[src/oal_pkg.sv]
// shared constants and types for the ordered list engine
package oal_pkg;

  localparam int LIST_DEPTH = 64;
  localparam int ADDR_W     = $clog2(LIST_DEPTH);
  localparam int CNT_W      = $clog2(LIST_DEPTH + 1);
  localparam int POS_W      = 7;
  localparam int ID_W       = 16;
  localparam int PAY_W      = 32;
  localparam int ENTRY_W    = ID_W + PAY_W;

  localparam logic [1:0] ACT_INSERT = 2'd0;
  localparam logic [1:0] ACT_DELETE = 2'd1;
  localparam logic [1:0] ACT_FIND   = 2'd2;
  localparam logic [1:0] ACT_READ   = 2'd3;

  localparam logic [1:0] ST_OK       = 2'd0;
  localparam logic [1:0] ST_FULL     = 2'd1;
  localparam logic [1:0] ST_BADPOS   = 2'd2;
  localparam logic [1:0] ST_NOTFOUND = 2'd3;

  typedef struct packed {
    logic               we;
    logic [ADDR_W-1:0]  waddr;
    logic [ENTRY_W-1:0] wdata;
    logic [ADDR_W-1:0]  raddr;
  } ram_req_t;

endpackage

[src/ordered_array_list_engine.sv]
// ordered list engine top level: sequencer plus entry memory
//
// Usage: a word is taken when start is high and busy is low. Its result is
// shown for exactly one cycle with done high, and the receiver cannot stall
// it. A rejected action (full list, bad position) gives its result in the
// next cycle without raising busy. Insert, delete and find run longer the
// more entries of the 64-entry list they must move or search, as the single
// read port of the entry memory moves or compares one entry per cycle. The
// list is empty after reset.
module ordered_array_list_engine (
  input  logic                         clk,
  input  logic                         rst,
  input  logic                         start,
  input  logic [1:0]                   action,
  input  logic [oal_pkg::POS_W-1:0]    position,
  input  logic [oal_pkg::ID_W-1:0]     key_id,
  input  logic [oal_pkg::PAY_W-1:0]    entry_payload,
  output logic                         busy,
  output logic                         done,
  output logic [1:0]                   status,
  output logic [oal_pkg::ADDR_W-1:0]   found_position,
  output logic [oal_pkg::ID_W-1:0]     out_id,
  output logic [oal_pkg::PAY_W-1:0]    out_payload,
  output logic [oal_pkg::CNT_W-1:0]    entry_count
);

  oal_pkg::ram_req_t            mem_req;
  logic [oal_pkg::ENTRY_W-1:0]  mem_rdata;

  oal_ctrl u_ctrl (
    .clk            (clk),
    .rst            (rst),
    .start          (start),
    .action         (action),
    .position       (position),
    .key_id         (key_id),
    .entry_payload  (entry_payload),
    .busy           (busy),
    .done           (done),
    .status         (status),
    .found_position (found_position),
    .out_id         (out_id),
    .out_payload    (out_payload),
    .entry_count    (entry_count),
    .mem_req        (mem_req),
    .mem_rdata      (mem_rdata)
  );

  oal_ram #(
    .WIDTH (oal_pkg::ENTRY_W),
    .DEPTH (oal_pkg::LIST_DEPTH)
  ) u_entry_ram (
    .clk   (clk),
    .we    (mem_req.we),
    .waddr (mem_req.waddr),
    .wdata (mem_req.wdata),
    .raddr (mem_req.raddr),
    .rdata (mem_rdata)
  );

`ifndef ASSERT_OFF
  a_done_not_busy: assert property (@(posedge clk) disable iff (rst)
    done |-> !busy)
    else $error("result strobe while sequencer busy");

  a_write_only_busy: assert property (@(posedge clk) disable iff (rst)
    mem_req.we |-> busy)
    else $error("entry memory written while idle");

  a_fail_clean: assert property (@(posedge clk) disable iff (rst)
    (done && status != oal_pkg::ST_OK) |->
      (found_position == '0 && out_id == '0 && out_payload == '0))
    else $error("failed action returned nonzero fields");

  a_count_bound: assert property (@(posedge clk) disable iff (rst)
    done |-> entry_count <= oal_pkg::CNT_W'(oal_pkg::LIST_DEPTH))
    else $error("entry count beyond list depth");
`endif

endmodule

[src/oal_ram.sv]
// generic single-write, single-read ram with registered read data
module oal_ram #(
  parameter int WIDTH = 8,
  parameter int DEPTH = 16
) (
  input  logic                     clk,
  input  logic                     we,
  input  logic [$clog2(DEPTH)-1:0] waddr,
  input  logic [WIDTH-1:0]         wdata,
  input  logic [$clog2(DEPTH)-1:0] raddr,
  output logic [WIDTH-1:0]         rdata
);

  logic [WIDTH-1:0] mem [DEPTH];

  always_ff @(posedge clk) begin
    if (we) begin
      mem[waddr] <= wdata;
    end
    rdata <= mem[raddr];
  end

endmodule

[src/oal_ctrl.sv]
// action sequencer: shifts, searches and reads the entry memory
module oal_ctrl (
  input  logic                         clk,
  input  logic                         rst,
  input  logic                         start,
  input  logic [1:0]                   action,
  input  logic [oal_pkg::POS_W-1:0]    position,
  input  logic [oal_pkg::ID_W-1:0]     key_id,
  input  logic [oal_pkg::PAY_W-1:0]    entry_payload,
  output logic                         busy,
  output logic                         done,
  output logic [1:0]                   status,
  output logic [oal_pkg::ADDR_W-1:0]   found_position,
  output logic [oal_pkg::ID_W-1:0]     out_id,
  output logic [oal_pkg::PAY_W-1:0]    out_payload,
  output logic [oal_pkg::CNT_W-1:0]    entry_count,
  output oal_pkg::ram_req_t            mem_req,
  input  logic [oal_pkg::ENTRY_W-1:0]  mem_rdata
);

  localparam logic [2:0] S_IDLE      = 3'd0;
  localparam logic [2:0] S_INS       = 3'd1;
  localparam logic [2:0] S_DEL       = 3'd2;
  localparam logic [2:0] S_FIND      = 3'd3;
  localparam logic [2:0] S_READ      = 3'd4;
  localparam logic [2:0] S_READ_WAIT = 3'd5;

  localparam int AW = oal_pkg::ADDR_W;
  localparam int CW = oal_pkg::CNT_W;

  logic [2:0]                  state, state_next;
  logic [CW-1:0]               cnt, cnt_next;
  logic [CW-1:0]               cur, cur_next;
  logic [oal_pkg::POS_W-1:0]   pos_r, pos_r_next;
  logic [oal_pkg::ID_W-1:0]    key_r, key_r_next;
  logic [oal_pkg::PAY_W-1:0]   pay_r, pay_r_next;
  logic                        rd_pend, rd_pend_next;
  logic                        cap_pend, cap_pend_next;
  logic [AW-1:0]               tag, tag_next;
  logic [oal_pkg::ID_W-1:0]    hold_id, hold_id_next;
  logic [oal_pkg::PAY_W-1:0]   hold_pay, hold_pay_next;
  logic                        done_next;
  logic [1:0]                  status_next;
  logic [AW-1:0]               found_position_next;
  logic [oal_pkg::ID_W-1:0]    out_id_next;
  logic [oal_pkg::PAY_W-1:0]   out_payload_next;
  logic [CW-1:0]               entry_count_next;
  logic [oal_pkg::ID_W-1:0]    rd_id;
  logic [oal_pkg::PAY_W-1:0]   rd_pay;

  assign rd_id  = mem_rdata[oal_pkg::ENTRY_W-1 -: oal_pkg::ID_W];
  assign rd_pay = mem_rdata[oal_pkg::PAY_W-1:0];
  assign busy   = (state != S_IDLE);

  always_comb begin
    state_next          = state;
    cnt_next            = cnt;
    cur_next            = cur;
    pos_r_next          = pos_r;
    key_r_next          = key_r;
    pay_r_next          = pay_r;
    rd_pend_next        = rd_pend;
    cap_pend_next       = cap_pend;
    tag_next            = tag;
    hold_id_next        = hold_id;
    hold_pay_next       = hold_pay;
    done_next           = 1'b0;
    status_next         = status;
    found_position_next = found_position;
    out_id_next         = out_id;
    out_payload_next    = out_payload;
    entry_count_next    = entry_count;
    mem_req.we          = 1'b0;
    mem_req.waddr       = tag;
    mem_req.wdata       = mem_rdata;
    mem_req.raddr       = cur[AW-1:0];

    unique case (state)
      S_IDLE: begin
        if (start) begin
          pos_r_next          = position;
          key_r_next          = key_id;
          pay_r_next          = entry_payload;
          rd_pend_next        = 1'b0;
          cap_pend_next       = 1'b0;
          status_next         = oal_pkg::ST_BADPOS;
          found_position_next = '0;
          out_id_next         = '0;
          out_payload_next    = '0;
          entry_count_next    = cnt;
          unique case (action)
            oal_pkg::ACT_INSERT: begin
              if (cnt == CW'(oal_pkg::LIST_DEPTH)) begin
                status_next = oal_pkg::ST_FULL;
                done_next   = 1'b1;
              end else if (position > cnt) begin
                done_next = 1'b1;
              end else begin
                cur_next   = cnt;
                state_next = S_INS;
              end
            end
            oal_pkg::ACT_DELETE: begin
              if (position >= cnt) begin
                done_next = 1'b1;
              end else begin
                cur_next   = CW'(position);
                state_next = S_DEL;
              end
            end
            oal_pkg::ACT_FIND: begin
              cur_next   = '0;
              state_next = S_FIND;
            end
            oal_pkg::ACT_READ: begin
              if (position >= cnt) begin
                done_next = 1'b1;
              end else begin
                state_next = S_READ;
              end
            end
            default: begin
              done_next = 1'b1;
            end
          endcase
        end
      end

      S_INS: begin
        // move entry cur-1 up to cur, then drop the new entry in at pos
        if (rd_pend) begin
          mem_req.we = 1'b1;
        end
        if (cur > pos_r) begin
          mem_req.raddr = AW'(cur - CW'(1));
          rd_pend_next  = 1'b1;
          tag_next      = cur[AW-1:0];
          cur_next      = cur - CW'(1);
        end else begin
          rd_pend_next = 1'b0;
          if (!rd_pend) begin
            mem_req.we          = 1'b1;
            mem_req.waddr       = pos_r[AW-1:0];
            mem_req.wdata       = {key_r, pay_r};
            cnt_next            = cnt + CW'(1);
            done_next           = 1'b1;
            status_next         = oal_pkg::ST_OK;
            found_position_next = pos_r[AW-1:0];
            entry_count_next    = cnt + CW'(1);
            state_next          = S_IDLE;
          end
        end
      end

      S_DEL: begin
        // first read captures the removed entry, later reads move down one
        if (rd_pend) begin
          if (cap_pend) begin
            hold_id_next  = rd_id;
            hold_pay_next = rd_pay;
          end else begin
            mem_req.we = 1'b1;
          end
        end
        if (cur < cnt) begin
          mem_req.raddr = cur[AW-1:0];
          rd_pend_next  = 1'b1;
          cap_pend_next = (cur == pos_r);
          tag_next      = AW'(cur - CW'(1));
          cur_next      = cur + CW'(1);
        end else begin
          rd_pend_next = 1'b0;
          if (!rd_pend) begin
            cnt_next            = cnt - CW'(1);
            done_next           = 1'b1;
            status_next         = oal_pkg::ST_OK;
            found_position_next = pos_r[AW-1:0];
            out_id_next         = hold_id;
            out_payload_next    = hold_pay;
            entry_count_next    = cnt - CW'(1);
            state_next          = S_IDLE;
          end
        end
      end

      S_FIND: begin
        if (rd_pend && (rd_id == key_r)) begin
          rd_pend_next        = 1'b0;
          done_next           = 1'b1;
          status_next         = oal_pkg::ST_OK;
          found_position_next = tag;
          state_next          = S_IDLE;
        end else if (cur < cnt) begin
          mem_req.raddr = cur[AW-1:0];
          rd_pend_next  = 1'b1;
          tag_next      = cur[AW-1:0];
          cur_next      = cur + CW'(1);
        end else if (!rd_pend) begin
          done_next   = 1'b1;
          status_next = oal_pkg::ST_NOTFOUND;
          state_next  = S_IDLE;
        end else begin
          rd_pend_next = 1'b0;
        end
      end

      S_READ: begin
        mem_req.raddr = pos_r[AW-1:0];
        state_next    = S_READ_WAIT;
      end

      S_READ_WAIT: begin
        done_next           = 1'b1;
        status_next         = oal_pkg::ST_OK;
        found_position_next = pos_r[AW-1:0];
        out_id_next         = rd_id;
        out_payload_next    = rd_pay;
        state_next          = S_IDLE;
      end

      default: begin
        state_next = S_IDLE;
      end
    endcase
  end

  always_ff @(posedge clk) begin
    if (rst) begin
      state    <= S_IDLE;
      cnt      <= '0;
      rd_pend  <= 1'b0;
      cap_pend <= 1'b0;
      done     <= 1'b0;
    end else begin
      state    <= state_next;
      cnt      <= cnt_next;
      rd_pend  <= rd_pend_next;
      cap_pend <= cap_pend_next;
      done     <= done_next;
    end
  end

  always_ff @(posedge clk) begin
    cur            <= cur_next;
    pos_r          <= pos_r_next;
    key_r          <= key_r_next;
    pay_r          <= pay_r_next;
    tag            <= tag_next;
    hold_id        <= hold_id_next;
    hold_pay       <= hold_pay_next;
    status         <= status_next;
    found_position <= found_position_next;
    out_id         <= out_id_next;
    out_payload    <= out_payload_next;
    entry_count    <= entry_count_next;
  end

endmodule
[config.mk]
export PLATFORM = sky130hd
export DESIGN_NAME = ordered_array_list_engine
export DESIGN_NICKNAME = d
export VERILOG_FILES = /design/src/oal_pkg.sv /design/src/ordered_array_list_engine.sv /design/src/oal_ram.sv /design/src/oal_ctrl.sv
export SDC_FILE = /design/constraint.sdc
export NUM_CORES = 2
export LEC_CHECK = 0
export ABC_AREA = 0
export BUFFER_PORTS_ARGS = -buffer_cell sky130_fd_sc_hd__buf_2
export CAP_MARGIN = 25
export CORE_ASPECT_RATIO = 1.5
export CORE_UTILIZATION = 55
export DETAILED_ROUTE_END_ITERATION = 7
export PLACE_DENSITY = 0.71
export SYNTH_ARGS = -nofsm -noshare
export SYNTH_HDL_FRONTEND = slang
export SYNTH_SLANG_ARGS = --single-unit
[constraint.sdc]
create_clock -name clk -period 11.74 [get_ports clk]
set_input_delay 1.761 -clock clk [delete_from_list [all_inputs] [get_ports clk]]
set_output_delay 1.761 -clock clk [all_outputs]
set_load 0.02 [all_outputs]
# Word-level counts from Yosys, hierarchy flattened
# Memories as Yosys holds them, arrays and structs flattened. A register that Yosys moved wholly into a read port is not among the register bits.
# Cells that the tools add are included.
dict set report totals {
  ff_bits 192
  ram_bits 3072
  in_bits 60
  memories 1
}
# name words width read_ports rd_clocked_by_memory_dff wr line
set mem_list {}
lappend mem_list {u_entry_ram.mem 64 48 1 1 1 oal_ram.sv:14} ;# logic [WIDTH-1:0] mem [DEPTH];
dict set report op_classes {
  add_sub_neg 4
  n_lt_le_gt_ge 4
  n_eq_ne 28
  mux 84
  n_reduce_logical 24
}
# cell count
set ops {}
lappend ops {{$mux 55} 2}
lappend ops {{$mux 32} 3}
lappend ops {{$pmux 32 s3} 1}
lappend ops {{$mux 7} 12}
lappend ops {{$mux 6} 10}
lappend ops {{$mux 54} 1}
lappend ops {{$mux 16} 3}
lappend ops {{$pmux 16 s3} 1}
lappend ops {{$pmux 7 s3} 2}
lappend ops {{$pmux 6 s5} 1}
lappend ops {{$pmux 7 s4} 1}
lappend ops {{$mux 3} 9}
lappend ops {{$mux 1} 18}
lappend ops {{$mux 2} 9}
lappend ops {{$ne 3x3->1 const B} 6}
lappend ops {{$pmux 6 s3} 1}
lappend ops {{$reduce_and 6->1} 3}
lappend ops {{$eq 16x16->1} 1}
lappend ops {{$pmux 3 s5} 1}
lappend ops {{$reduce_and 5->1} 3}
lappend ops {{$add 7x1->7 const B} 2}
lappend ops {{$gt 7x7->1} 2}
lappend ops {{$pmux 7 s2} 1}
lappend ops {{$sub 7x1->7 const B} 2}
lappend ops {{other kinds (30)} 49}

# Logic depth before layout (Yosys ltp)
dict set report logic_depth {
  depth_word 6
  depth_mapped 17
  depth_no_buf 11
}

# Hierarchy
# A second synthesis with hierarchy kept.
dict set report unflattened {
  cells_unflattened 5944
  area_unflattened_um2 127462.2
}
# mod instances cells_per_inst area_per_inst_um2
set by_module_without_submodules {}
lappend by_module_without_submodules {oal_ram 1 5247 118190.9}
lappend by_module_without_submodules {oal_ctrl 1 697 9271.4}

# Least setup slack after synthesis
# No wires, ideal clock.
dict set report synth_path {
  path_kind {reg-to-reg}
  start {register u_ctrl.cur[0]}
  end {memory u_entry_ram.mem[40][0] (netlist bit), enable pin}
  t_arrival_ns 4.877
  required_time_ns 11.286
  path_slack_ns 6.409
  stages_incl_launch_ff 13
  period_less_slack_ns 5.331
  path_cell_list {edfxtp_1 -> buf_2 -> inv_1 -> ha_1 -> and3_1 -> and2_1 -> a21oi_1 -> nor3_1 -> buf_2 -> buf_1 -> mux2i_1 -> nand4_1 -> nor2_1}
}
dict set report synth_via {
  elab_chain_cells 5
  elab_cells_between_ends 6
  classes_between {order compare: 1; mux: 5}
}
# element line
set synth_lines {}
lappend synth_lines {{start, declared} oal_ctrl.sv:33} ;# logic [CW-1:0] cur, cur_next;
lappend synth_lines {{start signal, assigned} oal_ctrl.sv:244} ;# cur <= cur_next;
lappend synth_lines {{$gt 7x7->1 *} oal_ctrl.sv:134} ;# if (cur > pos_r) begin
lappend synth_lines {{$mux 55 *} oal_ctrl.sv:134}
lappend synth_lines {{$pmux 1 s2} oal_ctrl.sv:78} ;# unique case (state)
lappend synth_lines {{$mux 1} oal_ram.sv:17} ;# if (we) begin
lappend synth_lines {{$mux 1 (not written as such)} oal_ram.sv:18} ;# mem[waddr] <= wdata;
lappend synth_lines {{end, declared} oal_ram.sv:14}
# Mark *: on every way between the ends. The rest lies on a longest branch, timed or not.

# Final worst setup path
dict set report layout_path {
  start {register u_ctrl.cur[2]}
  end {memory u_entry_ram.mem[6][26] (netlist bit), enable pin}
}
# Same word-level chain as after synthesis.

==> impl_metrics.toml <==
[timing]
setup_viol = 0
fin_skew_ns = 0.0533
fmaxAchievable_ghz = 0.156
slew_viol_final = 0
fin_crit_ns = 6.40
worst_slew_pin_slew_ns = 1.20
fin_tns_setup_ns = 0
maxSlewHeadroom_pct = 20.0
final_hold_viol_count = 0
worst_slack_ns = 5.34
fin_crit_sh_pct = 54.5
rsz0062_at_grt = "no"

[synth]
synth_cell_types = 75
yosys.area.top_type = "edfxtp_1"
ys_ff_latch = 3312
synth_edf_count = 3251
async_flop_share_pct = 0
synth_seq_area_share_pct = 76.7
synthFlopType = "edfxtp_1"
synthTopCellsByArea = "edfxtp_1 (76%), mux2i_1 (4.8%), nand2_1 (4.1%), a21oi_1 (2.4%), a32oi_1 (2.1%)"
yosys_warnings = 0
synth_common_cells = "edfxtp_1 (3251), nand2_1 (1414), a21oi_1 (616), mux2i_1 (614), a32oi_1 (305)"
synth_area_mm2 = 0.129
postSynthCellCount = 8242
synth_top_area_share_pct = 75.7
post-synth-top-count-cell = "edfxtp_1"
synth_area_per_cell_um2 = 15.6
synthesis.nets = 8332

[critical_path]
cp.arrival_ns = 6.85
worstSetupPathType = "flip-flop to flip-flop"
cp_cell_sequence = "ha_1, a21oi_1, a21o_1, a21oi_1, nor3_2, buf_4, mux2i_1, nand3_1, nor2_4, buf_4"
max_stage_delay_ns = 0.94
end_kind = "flip-flop"
critPathLaunchType = "flip-flop"
critical_path_buf_inv_count = 2
critPathMaxFanout = 44
required_ns = 12.20
critical_path.top_delay_family = "simple AND/OR/NAND/NOR gates"
crit_slowest_cell = "nor2_4"

[cells_and_area]
regArea_mm2 = 0.0988
area_delta_synth_final_pct = 11.6
drive_gt1_share_pct = 11.1
nFillCells = 16400
nets = 8445
multi_input_area_mm2 = 0.0282

[placed_design]
dpl.hpwl_mm = 216
portBuffers = 124
gp_congestion = 0.924
place_ws_ns = 5.46

[clock_network]
cts_root_buf = "clkbuf_16"
clock_latency_ns = 0.88
clk_pin_slew_ns = 0.07
clk_path_buf_depth = 4
clock-sinks = 3312
cts_hold_buffers = 0
ctsHtreeMaxLevel = 5
cts_buffers = 292
cts_setup_buffers = 0
cts-resized-gates = 0
cts_tree = "done"

[routing]
routed.top_layer = "met5"
route.detailed.drc = 0
vias = 80100
antenna_left = 0
wl_mm = 402
route.met3.wl_mm = 48.0
drt_first_pass_iters = 7
drt-met1-wl_mm = 136
avgViaCountPerCell = 6.87
drt-initial-drc-count = 12600
post_drt_wl_per_cell_um = 34.5
wl_met2_mm = 190

[pwr]
power.density_mw_per_mm2 = 284
leakage_nw = 47.7
ir_worst_vdd_uv = 281

[floorplanning]
rows = 217
die_h_um = 595
die_area_mm2 = 0.236
coreArea_mm2 = 0.233
start_util_pct = 55.3
die_w_um = 397
io_pins = 125

[flow_run]
max_cap_viol_count = 0

[hold_path]
hp-class = "flip-flop to flip-flop"

[outcome]
status = "finished clean"

[global_routing]
grt_pass1_wl_mm = 558
grt_pass1_vias = 77300
grt_max_degree = 188
grt.total_usage_pct = 33.3
grt_overflow = 0
antenna_found_initial = 19
[per-stage QoR]
stage               hold slack, ns  instances  util, %  cell area, um^2  power, W
CTS                          0.518      11600     61.5           143000    0.0402
global route                 0.532      11700     61.7           144000    0.0418
finish                       0.516      11700     61.7           144000    0.0408
detailed placement           0.505      11100     57.5           134000    0.0307
floorplan                    0.427       8242        -           129000    0.0250
global placement             0.501      11100     57.2           133000    0.0302
[routing by layer]
metal / vias up / global-route usage (%)
li1: 32500 / -
met1: 40100 / 41.8
met5: - / 0
met4: 10 / 20.2
met3: 1364 / 7.10
met2: 6134 / 53.0
[worst register-to-register path, delay by kind of cell (launching register included)]
family	cells	cell delay, ns
compound gates	3	0.68
fa+ha+maj	1	0.38
buf+inv	2	1.57
mux	1	0.75
simple gates	3	1.86
flops	1	0.70
[layout by cell type, fill, tap and decap left out, types with 110 or more instances in the layout]
master	instances
and3_1	110
mux2i_1	614
a21oi_1	615
edfxtp_1	3251
a22o_1	149
clkbuf_16	307
a32oi_1	305
a22oi_1	135
buf_2	124
buf_4	187
nand2_1	1413
a221oi_1	167
[flip-flops by register name, indices dropped and copies added (netlist names), 7 cells and up]
register,flops
u_entry_ram.mem,3072
u_entry_ram.rdata,48
u_ctrl.hold_pay,32
u_ctrl.out_payload,32
u_ctrl.pay_r,32
u_ctrl.hold_id,16
u_ctrl.key_r,16
u_ctrl.out_id,16
u_ctrl.cnt,7
u_ctrl.cur,7
u_ctrl.entry_count,7
u_ctrl.pos_r,7
[where the power goes]
part / leakage [nW] / total [W] / internal, W / switching, W
combinational: 13.1 / 0.0153 / 0.00427 / 0.0110
sequential: 29.9 / 0.0158 / 0.0154 / 0.000446
clock: 4.64 / 0.00972 / 0.00549 / 0.00423
total: 47.7 / 0.0408 / 0.0251 / 0.0157
[kinds of logic (layout without fill, tap and decap cells)]
logic type      Yosys count  count (layout)  share of synthesized area, %
fa+ha+maj                30              30                         0.291
xor+xnor                 34              34                         0.231
buf+inv                 580             917                          1.99
mux                     667             667                          5.23
other cells               0              14                             0
simple gates           1920            1920                          6.32
compound gates         1699            1699                          9.24
flops                  3312            3312                          76.7
[area by class of cell]
class	instances	area share, %
Clock inverter	136	0.976
Tap cell	3066	2.67
Antenna cell	14	0.0244
Inverter	23	0.0600
Clock buffer	382	5.64
Multi-Input combinational cell	4350	19.6
Timing Repair Buffer	376	2.32
Sequential cell	3312	68.7
[path summary, 6_finish.rpt]
path                         from                      to  slack [ns]  depth (start not counted)
setup / recovery    u_ctrl.cur[2]  u_entry_ram.mem[6][26]        5.34                         10
hold / removal    u_ctrl.cap_pend         u_ctrl.cap_pend        0.52                          2
setup reg to reg    u_ctrl.cur[2]  u_entry_ram.mem[6][26]        5.34                         10
hold reg to reg   u_ctrl.cap_pend         u_ctrl.cap_pend        0.52                          2
Note: power is estimated with default switching activity, not from simulation.
